--- config.mk ---
export PLATFORM = sky130hd
export DESIGN_NAME = tbp_ram
export DESIGN_NICKNAME = d
export VERILOG_FILES = /design/src/hw/rtl/tbp_ram.sv
export SDC_FILE = /design/constraint.sdc
export NUM_CORES = 1
export LEC_CHECK = 0
export BUFFER_PORTS_ARGS = -buffer_cell sky130_fd_sc_hd__buf_2
export CELL_PAD_IN_SITES_DETAIL_PLACEMENT = 1
export CELL_PAD_IN_SITES_GLOBAL_PLACEMENT = 1
export CORE_MARGIN = 3
export CORE_UTILIZATION = 48
export CTS_CLUSTER_DIAMETER = 80
export CTS_CLUSTER_SIZE = 8
export DETAILED_ROUTE_END_ITERATION = 6
export GPL_TIMING_DRIVEN = 0
export PLACE_DENSITY = 0.85
export SKIP_LAST_GASP = 1
export SYNTH_ARGS = -nofsm -noshare
export SYNTH_HDL_FRONTEND = slang
export SYNTH_SLANG_ARGS = --single-unit
--- constraint.sdc ---
create_clock -name clock -period 1.82 [get_ports clock]
set_input_delay 0.364 -clock clock [delete_from_list [all_inputs] [get_ports clock]]
set_output_delay 0.364 -clock clock [all_outputs]
set_load 0.05 [all_outputs]
--- src/hw/rtl/tbp_ram.sv ---
// Generic single-write, single-read synchronous RAM with a registered read port.
module tbp_ram #(
   parameter int WIDTH = 2,
   parameter int ADDR_BITS = 4
) (
   input  logic                 clock,
   input  logic                 rd_en,
   input  logic [ADDR_BITS-1:0] rd_addr,
   output logic [WIDTH-1:0]     rd_data,
   input  logic                 wr_en,
   input  logic [ADDR_BITS-1:0] wr_addr,
   input  logic [WIDTH-1:0]     wr_data
);

   logic [WIDTH-1:0] mem [2**ADDR_BITS];
   logic [WIDTH-1:0] rd_data_ff;

   always_ff @(posedge clock) begin
      if (wr_en) begin
         mem[wr_addr] <= wr_data;
      end
      if (rd_en) begin
         rd_data_ff <= mem[rd_addr];
      end
   end

   assign rd_data = rd_data_ff;

endmodule

# Word level (Yosys, flattened, before mapping)
# Memory sizes are Yosys's and may differ from the RTL's. A register that Yosys moved wholly into a read port is not among the register bits.
# Index checks and enable logic that the tools add are counted.
[classes]
muxes = 2
[ops]
columns = ["operator", "n"]
rows = [
  ["1-bit 2-to-1 mux", 2],
]
[totals]
register_bits = 0
mem_bits_rw = 32
output_inout_bits = 2
mem_count = 1
[mem_list]
columns = ["name", "words", "width", "rd", "rd_clocked_by_memory_dff", "wr", "line", "rtl"]
rows = [
  ["mem", 16, 2, 1, 1, 1, "15", "logic [WIDTH-1:0] mem [2**ADDR_BITS];"],
]

# Logic depth before layout (Yosys ltp)
[logic_depth]
depth_word = 2
depth_mapped = 4

# Least setup slack after synthesis
# OpenSTA, ideal clock, no wires.
[synth_path]
kind = "input to register"
from = "input port rd_addr[0]"
to = "register rd_data_ff[1], in the netlist rd_data[1], read port of mem (data pin)"
setup_time_ps = 261
arrival_time_ps = 1231
path_slack_ps = 327
cell_stages = 4
path_buffers = 1
cell_sequence = "buf_6 > mux4_2 > a22oi_1 > nand3_1"
[synth_lines]
columns = ["element", "line", "rtl"]
rows = [
  ["from (decl)", "8", "input logic [ADDR_BITS-1:0] rd_addr,"],
  ["to (decl)", "16", "logic [WIDTH-1:0] rd_data_ff;"],
]

==> results.toml <==
[die]
die_width_um = 60.01
dieArea_sq_um = 3601
fp.coreArea_sq_um = 2613
floorplan.rows = 18
dieHeight_um = 60.01
initial_core_util_pct = 53.59
floorplan.io_pins = 15

[synthesis]
synthesis.area_per_instance_sq_um = 17.95
synth_edf_count = 34
ys_seq_elements = 34
mappedNetlistNets = 91
async_reset_ff_share_pct = 0
netlist_top_cells_area = "sky130_fd_sc_hd__edfxtp_1 73%, sky130_fd_sc_hd__mux4_1 7.5%, sky130_fd_sc_hd__mux4_2 6.4%, sky130_fd_sc_hd__nor2_1 3.5%, sky130_fd_sc_hd__nand3_1 1.8%"
synth_flop_cell = "sky130_fd_sc_hd__edfxtp_1"
synth_largest_type_area_fraction_pct = 72.92
post_synth_inst_count = 78
synth_area_leader_cell = "sky130_fd_sc_hd__edfxtp_1"
mappedNetlistArea_sq_um = 1400
synth-seq-area-share_pct = 72.92
yosysUniqueCellTypes = 14
synth_top_cells_by_count = "34 x sky130_fd_sc_hd__edfxtp_1, 13 x sky130_fd_sc_hd__nor2_1, 5 x sky130_fd_sc_hd__nand3_1"
yosys_warnings = 0
post-synth-top-count-cell = "sky130_fd_sc_hd__edfxtp_1"

[clock_tree]
clkSlewWorstSetupHoldPaths_ns = 0.10
clock_tree.root_cell = "sky130_fd_sc_hd__clkbuf_4"
cts_hold_buf = 0
cts_htree_levels = 2
worst_skew_pair.late_latency_ns = 0.33
post-cts-setup-buffers = 0
cts_sinks = 34
clock_tree_from_tritoncts = "built"
clock_tree.buffer_depth = 2
cts-resized-gates = 0
cts_made_buffers = 5

[placement]
portBuffers = 12
dpl-instance-area_sq_um = 1498
place.detailed.instances = 120
hpwl_mm = 1.947
gpl.final_weighted_congestion = 0.6959

[worst_setup_path]
timing.critical_path.required_ns = 1.90
cp_slowest_stage_delay_ns = 0.48
crit_path_max_fanout = 1
worst-setup-path-type = "reg -> reg"
cp_cell_sequence = "mux4_2, a22oi_1, nand3_1"
worst_setup_path_end_kind = "register"
start_kind = "register"
cp.arrival_ns = 1.49
cp_slowest_cell = "sky130_fd_sc_hd__mux4_2"

[cells_and_area]
design.final.nets = 110
finalNonFillerCells = 128
final_cell_area_sq_um = 1548
n_antenna_cell = 0
final_layout_size_suffix_gt1_share_pct = 24.49
area.growth.synth_to_final_pct = 10.54

[drt]
detail_route.drc_violations = 0
wire_per_inst_um = 19.44
drt_pass1_iterations = 4
vias = 759
drt.antenna.violating_nets = 0
drt_first_iter_violations = 17
wirelength_mm = 2.488
drt-vias-per-instance = 5.930

[global_route]
grt-ovfl-total = 0
grt_start_max_net_pins = 17
grt.total_usage_pct = 16.54
grt_pass1_vias = 813
first_pass_grt_wire_length_mm = 3.981
antenna_found_initial = 0

[sta]
worst_clock_skew_ns = 0.009405
final_worst_path_cycle_share_pct = 77.56
maxSlewViolCount = 0
final-hold-violation-count = 0
post-route-min-period_ns = 1.412
tightest_slew_ns = 0.4549
fmax_ghz = 0.7084
setup_tns_ns = 0
unrepaired_setup_endpoints_after_global_routing = "false"
relSlewSlack_pct = 69.44
report.final.setup_viol = 0

[status]
status = "finished, final reports clean"

[hold_path]
worstHoldPathType = "in -> reg"

[pwr]
internal_power_w = 0.001068
combPwrFrac_pct = 7.7
p_clk_share_pct = 27.5
vdd_drop_max_uv = 612.9
switchingPower_w = 0.0002998
seq_power_share_pct = 64.8
powerDensity_nw_per_um2 = 883.5
p_leak_nw = 0.5151
p_sw_share_pct = 21.92

[job]
max-cap-violations = 0
power groups by stage:
stage	combinational, W	sequential [W]	clock [W]
2_1_floorplan	0.0000517	0.000915	0
3_3_place_gp	0.000102	0.000902	0
3_5_place_dp	0.000107	0.000905	0
4_1_cts	0.000107	0.000887	0.000390
5_1_grt	0.000116	0.000888	0.000433
6_report	0.000106	0.000886	0.000376
flip-flops by register name, summed over array words and instances, names as in the netlist:
register and count:
mem 32, rd_data 2
path summary, 6_finish.rpt:
kind                         from                   end  slack (ns)  depth (start not counted)
max           mem[3][1]$_DFFE_PP_  rd_data[1]$_DFFE_PP_        0.41                          3
min                         rd_en  rd_data[0]$_DFFE_PP_        0.25                          1
max reg2reg   mem[3][1]$_DFFE_PP_  rd_data[1]$_DFFE_PP_        0.41                          3
min reg2reg  mem[11][0]$_DFFE_PP_  rd_data[0]$_DFFE_PP_        0.76                          3
per-stage QoR:
| stage | hold WS (ns) | setup WS, ns | power (W) | util [%] |
|---|---|---|---|---|
| floorplan | 0.4629 | 0.3274 | 0.0009670 | - |
| global placement | 0.5827 | 0.1639 | 0.001004 | 57.33 |
| detailed placement | 0.5901 | 0.1437 | 0.001012 | 57.33 |
| CTS | 0.2424 | 0.3942 | 0.001383 | 59.24 |
| global route | 0.2302 | 0.3399 | 0.001437 | 59.24 |
| finish | 0.2486 | 0.4084 | 0.001367 | 59.24 |
per-layer routing:
metal | vias to the layer above | global-route usage [%] | wire length, um
li1 | 349 | - | -
met5 | - | 0 | 0
met2 | 26 | 27.47 | 1285
met1 | 379 | 19.97 | 1033
met4 | 0 | 5.696 | 43
met3 | 5 | 5.832 | 127
logic make-up (layout without fill, tap and decap cells):
logic type | count (synthesis) | count (layout) | share of synthesized area [%]
AO/OA/AOI/OAI | 2 | 2 | 1.072
flip-flops | 34 | 34 | 72.92
AND/OR/NAND/NOR | 32 | 32 | 10.99
multiplexers | 8 | 8 | 13.94
buffers and inverters | 2 | 22 | 1.072
placed cells by master (no fill, tap or decap):
cell,n
sky130_fd_sc_hd__a22oi_1,2
sky130_fd_sc_hd__buf_2,12
sky130_fd_sc_hd__buf_6,1
sky130_fd_sc_hd__clkbuf_1,2
sky130_fd_sc_hd__clkbuf_4,5
sky130_fd_sc_hd__clkinv_1,1
sky130_fd_sc_hd__clkinv_2,1
sky130_fd_sc_hd__edfxtp_1,34
sky130_fd_sc_hd__mux4_1,4
sky130_fd_sc_hd__mux4_2,4
sky130_fd_sc_hd__nand2_1,3
sky130_fd_sc_hd__nand2b_1,2
sky130_fd_sc_hd__nand3_1,5
sky130_fd_sc_hd__nand3b_1,2
sky130_fd_sc_hd__nor2_1,13
sky130_fd_sc_hd__nor2b_1,2
sky130_fd_sc_hd__nor3_1,4
sky130_fd_sc_hd__or3b_2,1
critical path: cells and delay by family, from the launching register on:
family             cells  cell delay [ns]
muxes                  1             0.48
AOI/OAI and AO/OA      1             0.20
and+or+nand+nor        1             0.11
DFF                    1             0.39
cell type report:
cell class | count | area [sq um]
clock inverters | 2 | 8.758
clock buffers | 6 | 41.29
plain buffers | 2 | 15.01
repair buffers | 12 | 60.06
well taps | 30 | 37.54
multi-input cells | 42 | 364.1
flip-flops and latches | 34 | 1021
fillers | 240 | 1065
(Power assumes the default switching activity.)
