`src/hw/rtl/tbp_pkg.sv`:
```
// Shared types and constants for the tournament branch predictor.
package tbp_pkg;

   localparam int LOCAL_INDEX_BITS = 10;
   localparam int LOCAL_HIST_BITS = 10;
   localparam int GLOBAL_HIST_BITS = 12;
   localparam int LCTR_BITS = 3;
   localparam int GCTR_BITS = 2;

   localparam int CLEAR_BITS_A =
      (LOCAL_INDEX_BITS > LOCAL_HIST_BITS) ? LOCAL_INDEX_BITS : LOCAL_HIST_BITS;
   localparam int CLEAR_BITS =
      (CLEAR_BITS_A > GLOBAL_HIST_BITS) ? CLEAR_BITS_A : GLOBAL_HIST_BITS;

   typedef logic [LOCAL_INDEX_BITS-1:0] lidx_type;
   typedef logic [LOCAL_HIST_BITS-1:0] lhist_type;
   typedef logic [GLOBAL_HIST_BITS-1:0] ghist_type;
   typedef logic [LCTR_BITS-1:0] lctr_type;
   typedef logic [GCTR_BITS-1:0] gctr_type;
   typedef logic [CLEAR_BITS-1:0] clr_addr_type;

   localparam lctr_type LCTR_MAX = lctr_type'(7);
   localparam lctr_type LCTR_TAKEN = lctr_type'(4);
   localparam gctr_type GCTR_MAX = gctr_type'(3);
   localparam gctr_type GCTR_TAKEN = gctr_type'(2);

   typedef struct packed {
      logic [31:0] branch_address;
      logic        cond_branch;
      logic        is_call_or_return;
      logic        outcome_taken;
   } req_type;

   typedef struct packed {
      logic predicted_taken;
      logic used_global;
   } rsp_type;

   typedef struct packed {
      lctr_type lc;
      gctr_type gc;
      gctr_type cc;
   } ctr_type;

   typedef struct packed {
      logic     predicted_taken;
      logic     used_global;
      lctr_type lc_new;
      gctr_type gc_new;
      gctr_type cc_new;
   } upd_type;

   typedef struct packed {
      logic         busy;
      clr_addr_type addr;
   } clr_type;

endpackage

```
`src/hw/rtl/tbp_clear.sv`:
```
// Clearing sequencer that zeroes every table entry after reset.
module tbp_clear (
   input  logic              clock,
   input  logic              reset,
   output tbp_pkg::clr_type  clr
);
   import tbp_pkg::*;

   logic         busy_ff;
   logic         busy_in;
   clr_addr_type addr_ff;
   clr_addr_type addr_in;

   always_comb begin
      busy_in = busy_ff;
      addr_in = addr_ff;
      if (busy_ff) begin
         addr_in = addr_ff + clr_addr_type'(1);
         if (addr_ff == {CLEAR_BITS{1'b1}}) begin
            busy_in = 1'b0;
         end
      end
   end

   always_ff @(posedge clock) begin
      if (reset) begin
         busy_ff <= 1'b1;
         addr_ff <= '0;
      end else begin
         busy_ff <= busy_in;
         addr_ff <= addr_in;
      end
   end

   assign clr.busy = busy_ff;
   assign clr.addr = addr_ff;

endmodule

```
`config.mk`:
```
export PLATFORM = sky130hd
export DESIGN_NAME = tbp_clear
export DESIGN_NICKNAME = d
export VERILOG_FILES = /design/src/hw/rtl/tbp_pkg.sv /design/src/hw/rtl/tbp_clear.sv
export SDC_FILE = /design/constraint.sdc
export NUM_CORES = 1
export LEC_CHECK = 0
export BUFFER_PORTS_ARGS = -buffer_cell sky130_fd_sc_hd__buf_2
export CORE_UTILIZATION = 39
export DETAILED_ROUTE_END_ITERATION = 8
export PLACE_DENSITY = 0.71
export SLEW_MARGIN = 15
export SYNTH_ARGS = -nofsm -noshare
export SYNTH_HDL_FRONTEND = slang
export SYNTH_SLANG_ARGS = --single-unit
```
`constraint.sdc`:
```
create_clock -name clock -period 1.8 [get_ports clock]
set_input_delay 0.27 -clock clock [delete_from_list [all_inputs] [get_ports clock]]
set_output_delay 0.27 -clock clock [all_outputs]
set_load 0.01 [all_outputs]
```
## After elaboration in Yosys (flattened, before gate mapping)

Cells that the tools add are included.
W data, S select, Z words.

| storage, ports and cells | value |
|---|---|
| flip-flop bits (word level) | 13 |
| input bits | 2 |
| word-level logic and storage cells | 6 |

| operators by class | value |
|---|---|
| $add $sub $neg | 1 |
| equality and inequality tests | 1 |
| mux-type cells | 2 |

Operators by type and width:

| cell | number |
|---|---|
| $add A12 B1 Y12 const B | 1 |
| $eq A12 B12 Y1 const B | 1 |
| $mux W1 | 2 |

## Depth between registers and ports, before layout

| logic depth | value |
|---|---|
| word-level depth | 3 |
| mapped depth | 4 |
| depth with buffers taken out | 4 |

## Worst setup path before layout

OpenSTA, ideal clock, no wires.

| path | value |
|---|---|
| kind | register -> register |
| start | register addr_ff[0] |
| end | register addr_ff[8] |
| setup time | 71 ps |
| arrival time | 1410 ps |
| required time | 1729 ps |
| setup slack | 319 ps |
| cell stages (with the launch flop) | 5 |
| path buffers | 0 |
| cell sequence | dfxtp_1 > ha_1 > nand3_2 > or4_1 > a21oi_1 |

| on the way | value |
|---|---|
| longest elaborated chain between the ends | 1 |

RTL lines:

| item | RTL line | source |
|---|---|---|
| start: declaration | tbp_clear.sv:11 | `clr_addr_type addr_ff;` |
| start signal: assignment | tbp_clear.sv:31 | `addr_ff <= addr_in;` |
| $add A12 B1 Y12 | tbp_clear.sv:18 | `addr_in = addr_ff + clr_addr_type'(1);` |

No other way between the ends.
A chain may end at the register's enable or synchronous reset.

## Worst setup path after layout

Same ends and word-level chain as after synthesis.

==> results by group <==
Outcome
  • Status: finished clean

Setup path
  • WS Path Type: reg2reg
  • R2r worst-path depth: 4
  • Worst endpoint required time: between 2 and 2.5 ns
  • CP Launch Type: flip-flop
  • Reg2reg setup slack: between 0.2 and 0.3 ns
  • R2r endpoint: addr_ff[8]
  • Crit path DAT: 1.75 ns
  • CP Capture Type: flip-flop
  • R2r startpoint: addr_ff[0]
  • Critical path peak fanout: 6

CTS
  • Worst skew pair latency: ~0.28 ns
  • Max H-tree Level: 1
  • Root buf cell: clkbuf_4
  • Setup Buffers After CTS: 0
  • CTS tree: yes
  • Hold_buf cts: 0
  • Clock tree buffer depth: 2
  • CTS buffer count: 3
  • CTS sink cnt: 13
  • CTS-repair resized insts: 0
  • Clk pin slew, worst setup/hold paths: 0.08 ns

Pwr
  • PD cells: ~740 nW/um2
  • VDD IR max: ~0.52 mV
  • Leakage: roughly 0.28 nW
  • Combinational share of power: under 10%
  • Pwr Total: between 0.0005 and 0.0006 W
  • Switching power: ~0.00012 W
  • Switching share of power: between 20% and 30%
  • Clk network pwr share: 35.8%
  • Internal power: between 0.0003 and 0.0004 W
  • Part of the power in registers: about 60%

Routing
  • Drt via density: 5.277
  • DRT iter0 DRCs: 10
  • DRC: 0
  • M1 WL: 549 um
  • Total Wirelength: about 1100 um
  • Wire length per cell: between 10 and 15 um
  • DR WL met2: 442 um
  • Routed via count: slightly below 500
  • Final ANT Viol Nets: 0
  • WL met3: 80 um
  • First-pass DRT Iterations: 4
  • Highest metal used: met4

Timing
  • Final period utilization: ~85%
  • Final hold vios: 0
  • Clock skew: just over 0.005 ns
  • Least-Margin Pin Slew: 0.2849 ns
  • F_max: around 650 MHz
  • Setup violations, final: 0
  • RSZ-0062 raised after global routing: false
  • Fin. max-slew vios: 0
  • Max-Slew Margin vs Limit: between 80% and 90%
  • Min Tclk post-route: 1.530 ns
  • Setup TNS: 0 ns

Logic synthesis
  • EDFF count, synth: 0
  • Dominant cell type by area after synthesis: dfxtp_1
  • Seq/Total Area, Yosys: between 40% and 50%
  • Most common cell in the netlist: dfxtp_1
  • Number of synthesized register bits: 13
  • Area fraction of the dominant cell type after synthesis: approximately 44%
  • Synthesized area per cell: just over 9 um2
  • Syn_nets: 67
  • Mapped Cells: 64
  • Synth async-reset ratio: 0%
  • Synth Flop Type: dfxtp_1
  • Yosys warning count: 0
  • Mapped cell area: around 590 um2
  • Commonest cells in the synthesized netlist: 13 x dfxtp_1, 6 x a21oi_1, 6 x nor2_1
  • Distinct cells, synth: 26
  • Top cells by area, synth: dfxtp_1 44%, a21oi_1 5.1%, o31ai_1 5.1%

Final layout
  • Area taken by multi-input logic gates: about 300 um2
  • Filler cells: 140
  • Inserted Diodes: 0
  • Finished Core Util: 50.97%
  • Nets: 83
  • Sequential cell area: approximately 260 um2
  • Layout cell share with drive strength beyond 1: between 20% and 30%
  • Area Growth Syn to Fin: 16.03%

Global route
  • Vias in the first global route: 412
  • Total track usage: 17.27%
  • Global-route wire length before repair: roughly 1800 um
  • Total grt overflow: 0
  • Initial antenna violation count: 0
  • Largest net degree at the start of global routing: 15

Min path
  • Worst min path class: in2reg
  • Hold depth: 2
  • Worst Hold Launch: reset
  • Hold Path Sink: addr_ff[1]

Placed design
  • Buffers on Ports: 14
  • Post-DP HPWL: about 750 um
  • Routability cong.: between 0.6 and 0.7

Die
  • Die Width: around 40 um
  • Core area: ~1400 um2
  • # IOs: 15
  • Die area: between 1500 and 2000 um2
  • Row count: 13
  • Initial Util: 43.93%
  • Die H: slightly above 40 um

Job
  • Number of max-cap violations: 0
-- layout by cell type (no fill, tap or decap), types with 2 or more instances in the layout --
cell,instances
nand2_1,3
a21oi_1,6
dfxtp_1,13
or3_1,2
o21ai_0,2
o31ai_1,4
nand3_1,2
nor2_1,6
nand3_2,2
buf_2,14
clkbuf_4,3
xor2_1,3
nand4_1,2
or4_1,4
inv_1,2
-- worst max-delay path by stage --
stage / start / end / slack (ns) / cells past startpoint
floorplan: addr_ff[0] / addr_ff[8] / 0.32 / 4
global placement: addr_ff[0] / addr_ff[10] / 0.35 / 4
detailed placement: addr_ff[0] / addr_ff[8] / 0.30 / 4
CTS: addr_ff[0] / addr_ff[8] / 0.28 / 4
global route: addr_ff[1] / addr_ff[8] / 0.17 / 4
finish: addr_ff[0] / addr_ff[8] / 0.27 / 4
-- registers in the layout (all words and copies together) (netlist names) --
register and flops:
addr_ff 12, busy_ff 1
-- power groups by stage --
| stage | Combinational [W] | Clock, W | Sequential (W) |
|---|---|---|---|
| after floorplan | 0.0000150 | 0 | 0.000310 |
| after global placement | 0.0000273 | 0 | 0.000308 |
| after detailed placement | 0.0000280 | 0 | 0.000308 |
| after CTS | 0.0000282 | 0.000193 | 0.000301 |
| after global routing | 0.0000314 | 0.000211 | 0.000303 |
| final | 0.0000274 | 0.000183 | 0.000301 |
-- final cells by class --
class	count	area share, %
multi-input cells	45	43.27
flip-flops and latches	13	37.82
repair buffers	15	11.27
clock buffers	4	3.818
well taps	15	2.727
inverters	2	1.091
-- worst max-delay path: stages (launching register included) --
cell     delay [ns]
dfxtp_1        0.41
ha_1           0.27
nand3_2        0.14
or4_1          0.52
a21oi_1        0.14
-- cell families after synthesis --
kind of cell	count (synthesis)	share of synthesized area, %
flip-flops	13	43.88
AND/OR/NAND/NOR	25	25.32
multiplexers	2	3.586
buffers and inverters	6	5.907
AO/OA/AOI/OAI	13	13.29
XOR/XNOR	4	5.908
adder cells (fa/ha/maj)	1	2.109
-- per-stage QoR --
step | area (um2) | worst slack [ns] | hold slack [ns] | std cells
floorplan | 593.1 | 0.3192 | 0.3391 | 64
global placement | 661.9 | 0.3474 | 0.4790 | 90
detailed placement | 661.9 | 0.2988 | 0.4854 | 90
CTS | 688.2 | 0.2810 | 0.3135 | 94
global route | 688.2 | 0.1680 | 0.3250 | 94
finish | 688.2 | 0.2700 | 0.3147 | 94
-- metal layers --
metal,track usage (%),up-vias
met5,0,-
met4,7.500,0
met3,9.783,2
met2,25.39,16
met1,20.20,215
li1,-,263
(Power assumes the default switching activity.)
