<file path="src/hw/rtl/tbp_pkg.sv">
// Shared types and constants for the tournament branch predictor.
package tbp_pkg;

   localparam int LOCAL_INDEX_BITS = 10;
   localparam int LOCAL_HIST_BITS = 10;
   localparam int GLOBAL_HIST_BITS = 12;
   localparam int LCTR_BITS = 3;
   localparam int GCTR_BITS = 2;

   localparam int CLEAR_BITS_A =
      (LOCAL_INDEX_BITS > LOCAL_HIST_BITS) ? LOCAL_INDEX_BITS : LOCAL_HIST_BITS;
   localparam int CLEAR_BITS =
      (CLEAR_BITS_A > GLOBAL_HIST_BITS) ? CLEAR_BITS_A : GLOBAL_HIST_BITS;

   typedef logic [LOCAL_INDEX_BITS-1:0] lidx_type;
   typedef logic [LOCAL_HIST_BITS-1:0] lhist_type;
   typedef logic [GLOBAL_HIST_BITS-1:0] ghist_type;
   typedef logic [LCTR_BITS-1:0] lctr_type;
   typedef logic [GCTR_BITS-1:0] gctr_type;
   typedef logic [CLEAR_BITS-1:0] clr_addr_type;

   localparam lctr_type LCTR_MAX = lctr_type'(7);
   localparam lctr_type LCTR_TAKEN = lctr_type'(4);
   localparam gctr_type GCTR_MAX = gctr_type'(3);
   localparam gctr_type GCTR_TAKEN = gctr_type'(2);

   typedef struct packed {
      logic [31:0] branch_address;
      logic        cond_branch;
      logic        is_call_or_return;
      logic        outcome_taken;
   } req_type;

   typedef struct packed {
      logic predicted_taken;
      logic used_global;
   } rsp_type;

   typedef struct packed {
      lctr_type lc;
      gctr_type gc;
      gctr_type cc;
   } ctr_type;

   typedef struct packed {
      logic     predicted_taken;
      logic     used_global;
      lctr_type lc_new;
      gctr_type gc_new;
      gctr_type cc_new;
   } upd_type;

   typedef struct packed {
      logic         busy;
      clr_addr_type addr;
   } clr_type;

endpackage

</file>
<file path="src/hw/rtl/tbp_update.sv">
// Prediction select and saturating counter update for one branch.
module tbp_update (
   input  tbp_pkg::ctr_type ctr,
   input  logic             cond_branch,
   input  logic             is_call_or_return,
   input  logic             outcome_taken,
   output tbp_pkg::upd_type upd
);
   import tbp_pkg::*;

   logic local_dir;
   logic global_dir;
   logic sel_global;

   always_comb begin
      local_dir = ctr.lc >= LCTR_TAKEN;
      global_dir = ctr.gc >= GCTR_TAKEN;
      sel_global = ctr.cc >= GCTR_TAKEN;

      if (is_call_or_return || !cond_branch) begin
         upd.predicted_taken = 1'b1;
         upd.used_global = 1'b0;
      end else begin
         upd.predicted_taken = sel_global ? global_dir : local_dir;
         upd.used_global = sel_global;
      end

      if (outcome_taken) begin
         upd.lc_new = (ctr.lc == LCTR_MAX) ? ctr.lc : ctr.lc + lctr_type'(1);
         upd.gc_new = (ctr.gc == GCTR_MAX) ? ctr.gc : ctr.gc + gctr_type'(1);
      end else begin
         upd.lc_new = (ctr.lc == '0) ? ctr.lc : ctr.lc - lctr_type'(1);
         upd.gc_new = (ctr.gc == '0) ? ctr.gc : ctr.gc - gctr_type'(1);
      end

      upd.cc_new = ctr.cc;
      if (local_dir != global_dir) begin
         if (global_dir == outcome_taken) begin
            upd.cc_new = (ctr.cc == GCTR_MAX) ? ctr.cc : ctr.cc + gctr_type'(1);
         end else begin
            upd.cc_new = (ctr.cc == '0) ? ctr.cc : ctr.cc - gctr_type'(1);
         end
      end
   end

endmodule
</file>
<file path="config.mk">
export PLATFORM = sky130hd
export DESIGN_NAME = tbp_update
export DESIGN_NICKNAME = d
export VERILOG_FILES = /design/src/hw/rtl/tbp_pkg.sv /design/src/hw/rtl/tbp_update.sv
export SDC_FILE = /design/constraint.sdc
export NUM_CORES = 1
export LEC_CHECK = 0
export BUFFER_PORTS_ARGS = -buffer_cell sky130_fd_sc_hd__buf_2
export CAP_MARGIN = 20
export CORE_AREA = 2 2 39 41
export DETAILED_ROUTE_END_ITERATION = 16
export DIE_AREA = 0 0 41 43
export SYNTH_ARGS = -nofsm -noshare
export SYNTH_HDL_FRONTEND = slang
export SYNTH_SLANG_ARGS = --single-unit
</file>
<file path="constraint.sdc">
create_clock -name vclk -period 1
set_clock_uncertainty 0.2 [all_clocks]
set_input_delay 0.05 -clock vclk [all_inputs]
set_output_delay 0.05 -clock vclk [all_outputs]
set_load 0.01 [all_outputs]
</file>
* Word level (Yosys, flattened, before mapping)
Cells that the tools add are included.
** Storage, ports and cells
- Input bits :: 10
- Bits in registers :: 0
- Output and inout bits :: 9
** Cells by class
- Multiplexer cells :: 11
- $add $sub $neg :: 6
- $lt $le $gt $ge :: 3
- Reduce and logical (&&, ||, !) cells :: 5
- Equal/unequal tests :: 5
** Operators by type and width (count)
- $mux W2 :: 7
- $mux W3 :: 2
- $mux W5 :: 1
- $add A2 B1 Y2 const B :: 2
- $eq A2 B2 Y1 const B :: 2
- $ge A2 B2 Y1 const B :: 2
- $logic_not A2 Y1 :: 2
- $sub A2 B1 Y2 const B :: 2
- $add A3 B1 Y3 const B :: 1
- $eq A3 B3 Y1 const B :: 1
- $ge A3 B3 Y1 const B :: 1
- $logic_not A3 Y1 :: 1
- $sub A3 B1 Y3 const B :: 1
- $eq A1 B1 Y1 :: 1
- $logic_not A1 Y1 :: 1
- $logic_or A1 B1 Y1 :: 1
- $mux W1 :: 1
- $ne A1 B1 Y1 :: 1

* Longest topological paths before layout
Gate-level depths: netlist (run 1).
- Word-level depth :: 4
- Depth in mapped cells :: 5

* Worst setup path before layout (run 1)
No wires, ideal clock.
- Kind :: input to output
- Start point :: in ctr[4] (netlist bit)
- End point :: out upd[4] (netlist bit)
- Stages :: 5
- Arrival :: 0.809 ns
- Path slack :: -0.059 ns
- Path buffers :: 0
- Data required time :: 0.750 ns
- Cell sequence :: inv_1 -> ha_1 -> nor3b_2 -> a31oi_1 -> xnor2_1
** RTL lines
- from (decl) :: RTL line tbp_update.sv:3 : input tbp_pkg::ctr_type ctr,
- to (decl) :: RTL line tbp_update.sv:7 : output tbp_pkg::upd_type upd

==> impl_results.md, run 1 <==
- Status: finished with violations
- Failing checks: setup timing
- Worst-Margin Slew: 0.185 ns
- Post-synth cell types: 28
- Most frequent cells in the layout: buf_2, buf_4, buf_12
- Die Wd: 41 um
- Switching share of power: 0.424
- Flop pwr share: 0
- Die area: roughly 1800 um2
- Max-slew violations: 0
- Layout cells sized above 1: 0.700
- Dpl cell area: 482 um2
- Sequential fraction of the synthesis area: 0
- Vias per cell: 4.86
- Routability cong.: 0.641
- Final worst setup slack: -0.168 ns
- Leak: 0.304 nW
- Max-slew headroom: 0.876
- Worst Path Required: 0.75 ns
- Pwr dens: 451 nW/um2
- Syn Nets: 55
- Highest net fanout along the worst path: 4
- Critical Path Start Type: input port
- Post-Syn Area per Cell: 7.45 um2
- Final hold vios: 0
- Int Power: 0.000179 W
- First-pass GRT wire length: 1.37 mm
- Max-cap violations: 0
- Initial DRT Pass Iterations: 4
- Post-route setup TNS: -0.457 ns
- Clock power share: 0
- Drt wl/cell: between 10 and 15 um
- # IOs: 19
- Grt total ovfl: 0
- Pin count of the biggest net entering global routing: 10
- Comb pwr share: 1.000
- Tightest Hold Check Type: input port to primary output
- CP startpoint: ctr[4]
- First DRT Iteration DRCs: 5
- Commonest non-fill, non-tap cell in the layout: buf_2
- Seq_cells: 0
- CP Class: input port to primary output
- Die Y: 43 um
- Ant diodes: 0
- Maximum VDD drop: 0.000182 V
- CTS Hold Bufs: 0
- GRT Total Usage: 0.102
- Remaining antenna violation count: 0
- Setup violators final: 4
- DR DRC count: 0
- Synth Warn #: 0
- Placed wire-length estimate: 618 um
- Final wirelength: 935 um
- Number of cells produced by synthesis: 42
- Data arrival, critical path: 0.92 ns
- Hold Crit Start: cond_branch
- Hold slack: 0.186 ns
- RSZ-0062 raised after global routing: true
- Place WS: -0.231 ns
- Vias: 418
- Capture point of the worst path: upd[5]
- Initial Util: 0.226
- Vias in the first global route: 353
- Post-Syn Area: about 310 um2
- Crit path time final: 1.17 ns
- Port Buffers: 19
- Fin nets: 85
- Antenna violations before repair: 0
- F_max: around 0.86 GHz
- Register area: 0 um2
- NetSw: 0.000131 W
- Design area: a little under 700 um2
- Core area: 1380 um2
- CP Capture Type: primary output
- Site Rows: 14
- Clk_buf instances: 0
- Syn-to-layout area delta: 120%
- Fin crit share: 1.17
-- worst min path at each step --
stage,to,slack [ns],cells after the start
after floorplan,upd[8],0.005,1
after global placement,upd[8],0.17,3
after detailed placement,upd[8],0.18,3
after CTS,upd[8],0.18,3
after global routing,upd[8],0.22,3
final,upd[8],0.19,3
-- metrics by stage --
stage,util,power [W],std cells
floorplan,-,0.000128,42
global placement,0.348,0.000215,83
detailed placement,0.348,0.000219,83
CTS,0.446,0.000277,85
global route,0.497,0.000339,86
finish,0.497,0.000310,86
-- area by class of cell --
type	instances	area (um2)
timing repair buffer	31	280
inverter	3	18.8
multi-input combinational	36	369
tap	16	20.0
fill	139	696
-- synth_stat cells (2+ instances only) --
| cell type | n | area share |
|---|---|---|
| a31oi_1 | 2 | 0.040 |
| nand2_1 | 2 | 0.024 |
| o22ai_1 | 2 | 0.040 |
| nor3_1 | 2 | 0.032 |
| a21oi_1 | 2 | 0.032 |
| nand2b_1 | 2 | 0.040 |
| nor2_1 | 3 | 0.036 |
| inv_1 | 3 | 0.036 |
| buf_4 | 2 | 0.048 |
| ha_1 | 3 | 0.12 |
| maj3_1 | 2 | 0.064 |
-- critical path, stage by stage --
cell     delay [ns]
buf_8          0.10
ha_2           0.20
a21bo_2        0.21
a21oi_1        0.13
o22ai_1        0.08
buf_2          0.14
-- power by group through the flow --
stage / clock network, W / registers [W] / logic (W)
floorplan: 0 / 0 / 0.000128
global placement: 0 / 0 / 0.000215
detailed placement: 0 / 0 / 0.000219
CTS: 0 / 0 / 0.000277
global route: 0 / 0 / 0.000339
finish: 0 / 0 / 0.000310
-- logic make-up (layout without fill, tap and decap cells) --
group	count (synthesis)	after routing	synth area share
xor gates and xnor gates	2	2	0.0560
AOI/OAI and AO/OA	12	12	0.288
adders and majority gates	5	5	0.184
muxes	1	1	0.0320
and+or+nand+nor	16	16	0.320
buffers and inverters	6	34	0.120
-- per-layer routing --
layer	wire, um	global-route usage	vias to the layer above
met5	0	0	-
met4	0	0	0
met3	49	0.0105	0
met2	546	0.188	13
met1	340	0.127	194
li1	-	-	211
-- repair_timing --
action,CTS,global route
pin swaps,7,7
gates resized for setup,23,17
setup buffers,1,1
setup endpoints to repair,7,7
gates cloned,1,0
hold endpoints to repair,0,0
No activity file was read; power rests on OpenSTA's default activity.
==> run 2: changes to the inputs <==
--- a/config.mk
+++ b/config.mk
@@ -5,6 +5,7 @@
 export SDC_FILE = /design/constraint.sdc
 export NUM_CORES = 1
 export LEC_CHECK = 0
+export ABC_AREA = 1
 export BUFFER_PORTS_ARGS = -buffer_cell sky130_fd_sc_hd__buf_2
 export CAP_MARGIN = 20
 export CORE_AREA = 2 2 39 41
==> impl_results.md, run 2 <==
- Vias per cell: roughly 4.3
- CTS Hold Bufs: 0
- Leak: 0.298 nW
- Post-synth cell types: 16
- Commonest non-fill, non-tap cell in the layout: nand2_1
- Post-Syn Area: 310 um2
- Site Rows: 14
- Most frequent cells in the layout: nand2_1, buf_2, buf_4
- Syn Nets: 78
- Initial DRT Pass Iterations: 2
- Antenna violations before repair: 0
- Leading area contributor after synthesis: nand2_1
- Fin nets: 102
- Final hold vios: 0
- Die area: roughly 1800 um2
- Sequential fraction of the synthesis area: 0
- Most area-consuming cells after synthesis: nand2_1, ha_1, inv_1
- Failing checks: setup timing
- CP Class: input port to primary output
- Multi-input logic area: 287 um2
- Design area: 502 um2
- Register area: 0 um2
- Initial Util: 0.224
- Routability cong.: just under 0.8
- Tightest Hold Check Type: input port to primary output
- Drt wl/cell: roughly 7.6 um
- Placed wire-length estimate: about 630 um
- Grt total ovfl: 0
- Data arrival, critical path: between 0.7 and 0.8 ns
- Clk_buf instances: 0
- Dpl cell area: around 430 um2
- # IOs: 19
- Crit path time final: ~1 ns
- End of the worst hold path: upd[7]
- Most frequent cell after synthesis: nand2_1
- Worst Path Required: 0.75 ns
- Post-synth top cells: nand2_1, inv_1, nand3_1, nor2_1
- Max-slew violations: 0
- Filler cells: 156
- Synth Warn #: 0
- First-pass GRT wire length: 1.21 mm
- Ant diodes: 0
- Critical Path Start Type: input port
- Pin count of the biggest net entering global routing: 9
- Core Util, Final: 0.363
- Final worst setup slack: -0.0214 ns
- RSZ-0062 raised after global routing: true
- Synth top area share: 0.387
- DR DRC count: 0
- Seq_cells: 0
- Hold Crit Start: is_call_or_return
- Port Buffers: 19
- Remaining antenna violation count: 0
- Core area: between 1000 and 1500 um2
- Final wirelength: 780 um
- Die Y: 43 um
- Status: finished with violations
- Vias: 440
- Pwr dens: 449 nW/um2
- Fin crit share: 1.02
- Post-Syn Area per Cell: 4.77 um2
- Syn-to-layout area delta: 61.7%
- Setup violators final: 2
- Number of cells produced by synthesis: 65
- CP Capture Type: primary output
- Max-cap violations: 0
- F_max: 0.979 GHz
- Max-slew headroom: 0.907
- WHS Path Cells: 3
- GRT Total Usage: 0.0889
- Worst-Margin Slew: 0.138 ns
- Layout cells sized above 1: 0.425
- Maximum VDD drop: 0.000172 V
- Vias in the first global route: 343
- Die Wd: 41 um
- First DRT Iteration DRCs: 1
- Highest net fanout along the worst path: 3
## run 2: worst max-delay path by stage
stage	start	endpoint	cells past startpoint
floorplan	ctr[4]	upd[4]	8
global placement	ctr[4]	upd[4]	10
detailed placement	ctr[4]	upd[4]	10
CTS	ctr[5]	upd[4]	10
global route	ctr[5]	upd[4]	10
finish	ctr[4]	upd[5]	8
## run 2: critical path: stages
cell and delay [ns]:
buf_8 0.10, ha_2 0.19, nand2_2 0.08, nand2_1 0.05
o21ai_1 0.07, nand2_1 0.06, nand2_1 0.05, buf_2 0.12
## run 2: report_power, final
part / total, W / leakage [nW] / internal (W) / switching, W
Sequential: 0 / 0 / 0 / 0
Clock: 0 / 0 / 0 / 0
Combinational: 0.000225 / 0.298 / 0.000104 / 0.000121
## run 2: final cells by class
| type | instances | share of cell area |
|---|---|---|
| Inverter | 10 | 0.0948 |
| Tap cell | 16 | 0.0399 |
| Timing Repair Buffer | 23 | 0.294 |
| Multi-Input combinational cell | 54 | 0.571 |
## run 2: stage by stage
step / setup WS, ns / instances / hold WS, ns / power, W / TNS, ns
3_5_place_dp: -0.185 / 101 / 0.153 / 0.000194 / -0.489
5_1_grt: -0.0857 / 103 / 0.181 / 0.000253 / -0.237
4_1_cts: -0.0305 / 103 / 0.154 / 0.000223 / -0.0656
6_report: -0.0214 / 103 / 0.153 / 0.000225 / -0.0237
3_3_place_gp: -0.164 / 101 / 0.150 / 0.000192 / -0.430
2_1_floorplan: 0.0838 / 65 / -0.0456 / 0.000120 / 0
## run 2: kinds of logic after synthesis
family,after synthesis,synth area share
compound gates,6,0.117
xor+xnor,1,0.0282
fa+ha+maj,3,0.121
buf+inv,11,0.157
simple gates,44,0.577
## run 2: repair_timing
item / in CTS / in global routing
pin swaps: 3 / 3
setup endpoints to repair: 3 / 5
setup buffers: 2 / 0
gates resized for setup: 16 / 3
## run 2: routing by layer
metal,global-route usage,routed length (um)
met5,0,0
met4,0,0
met3,0,64
met2,0.181,389
met1,0.0981,325
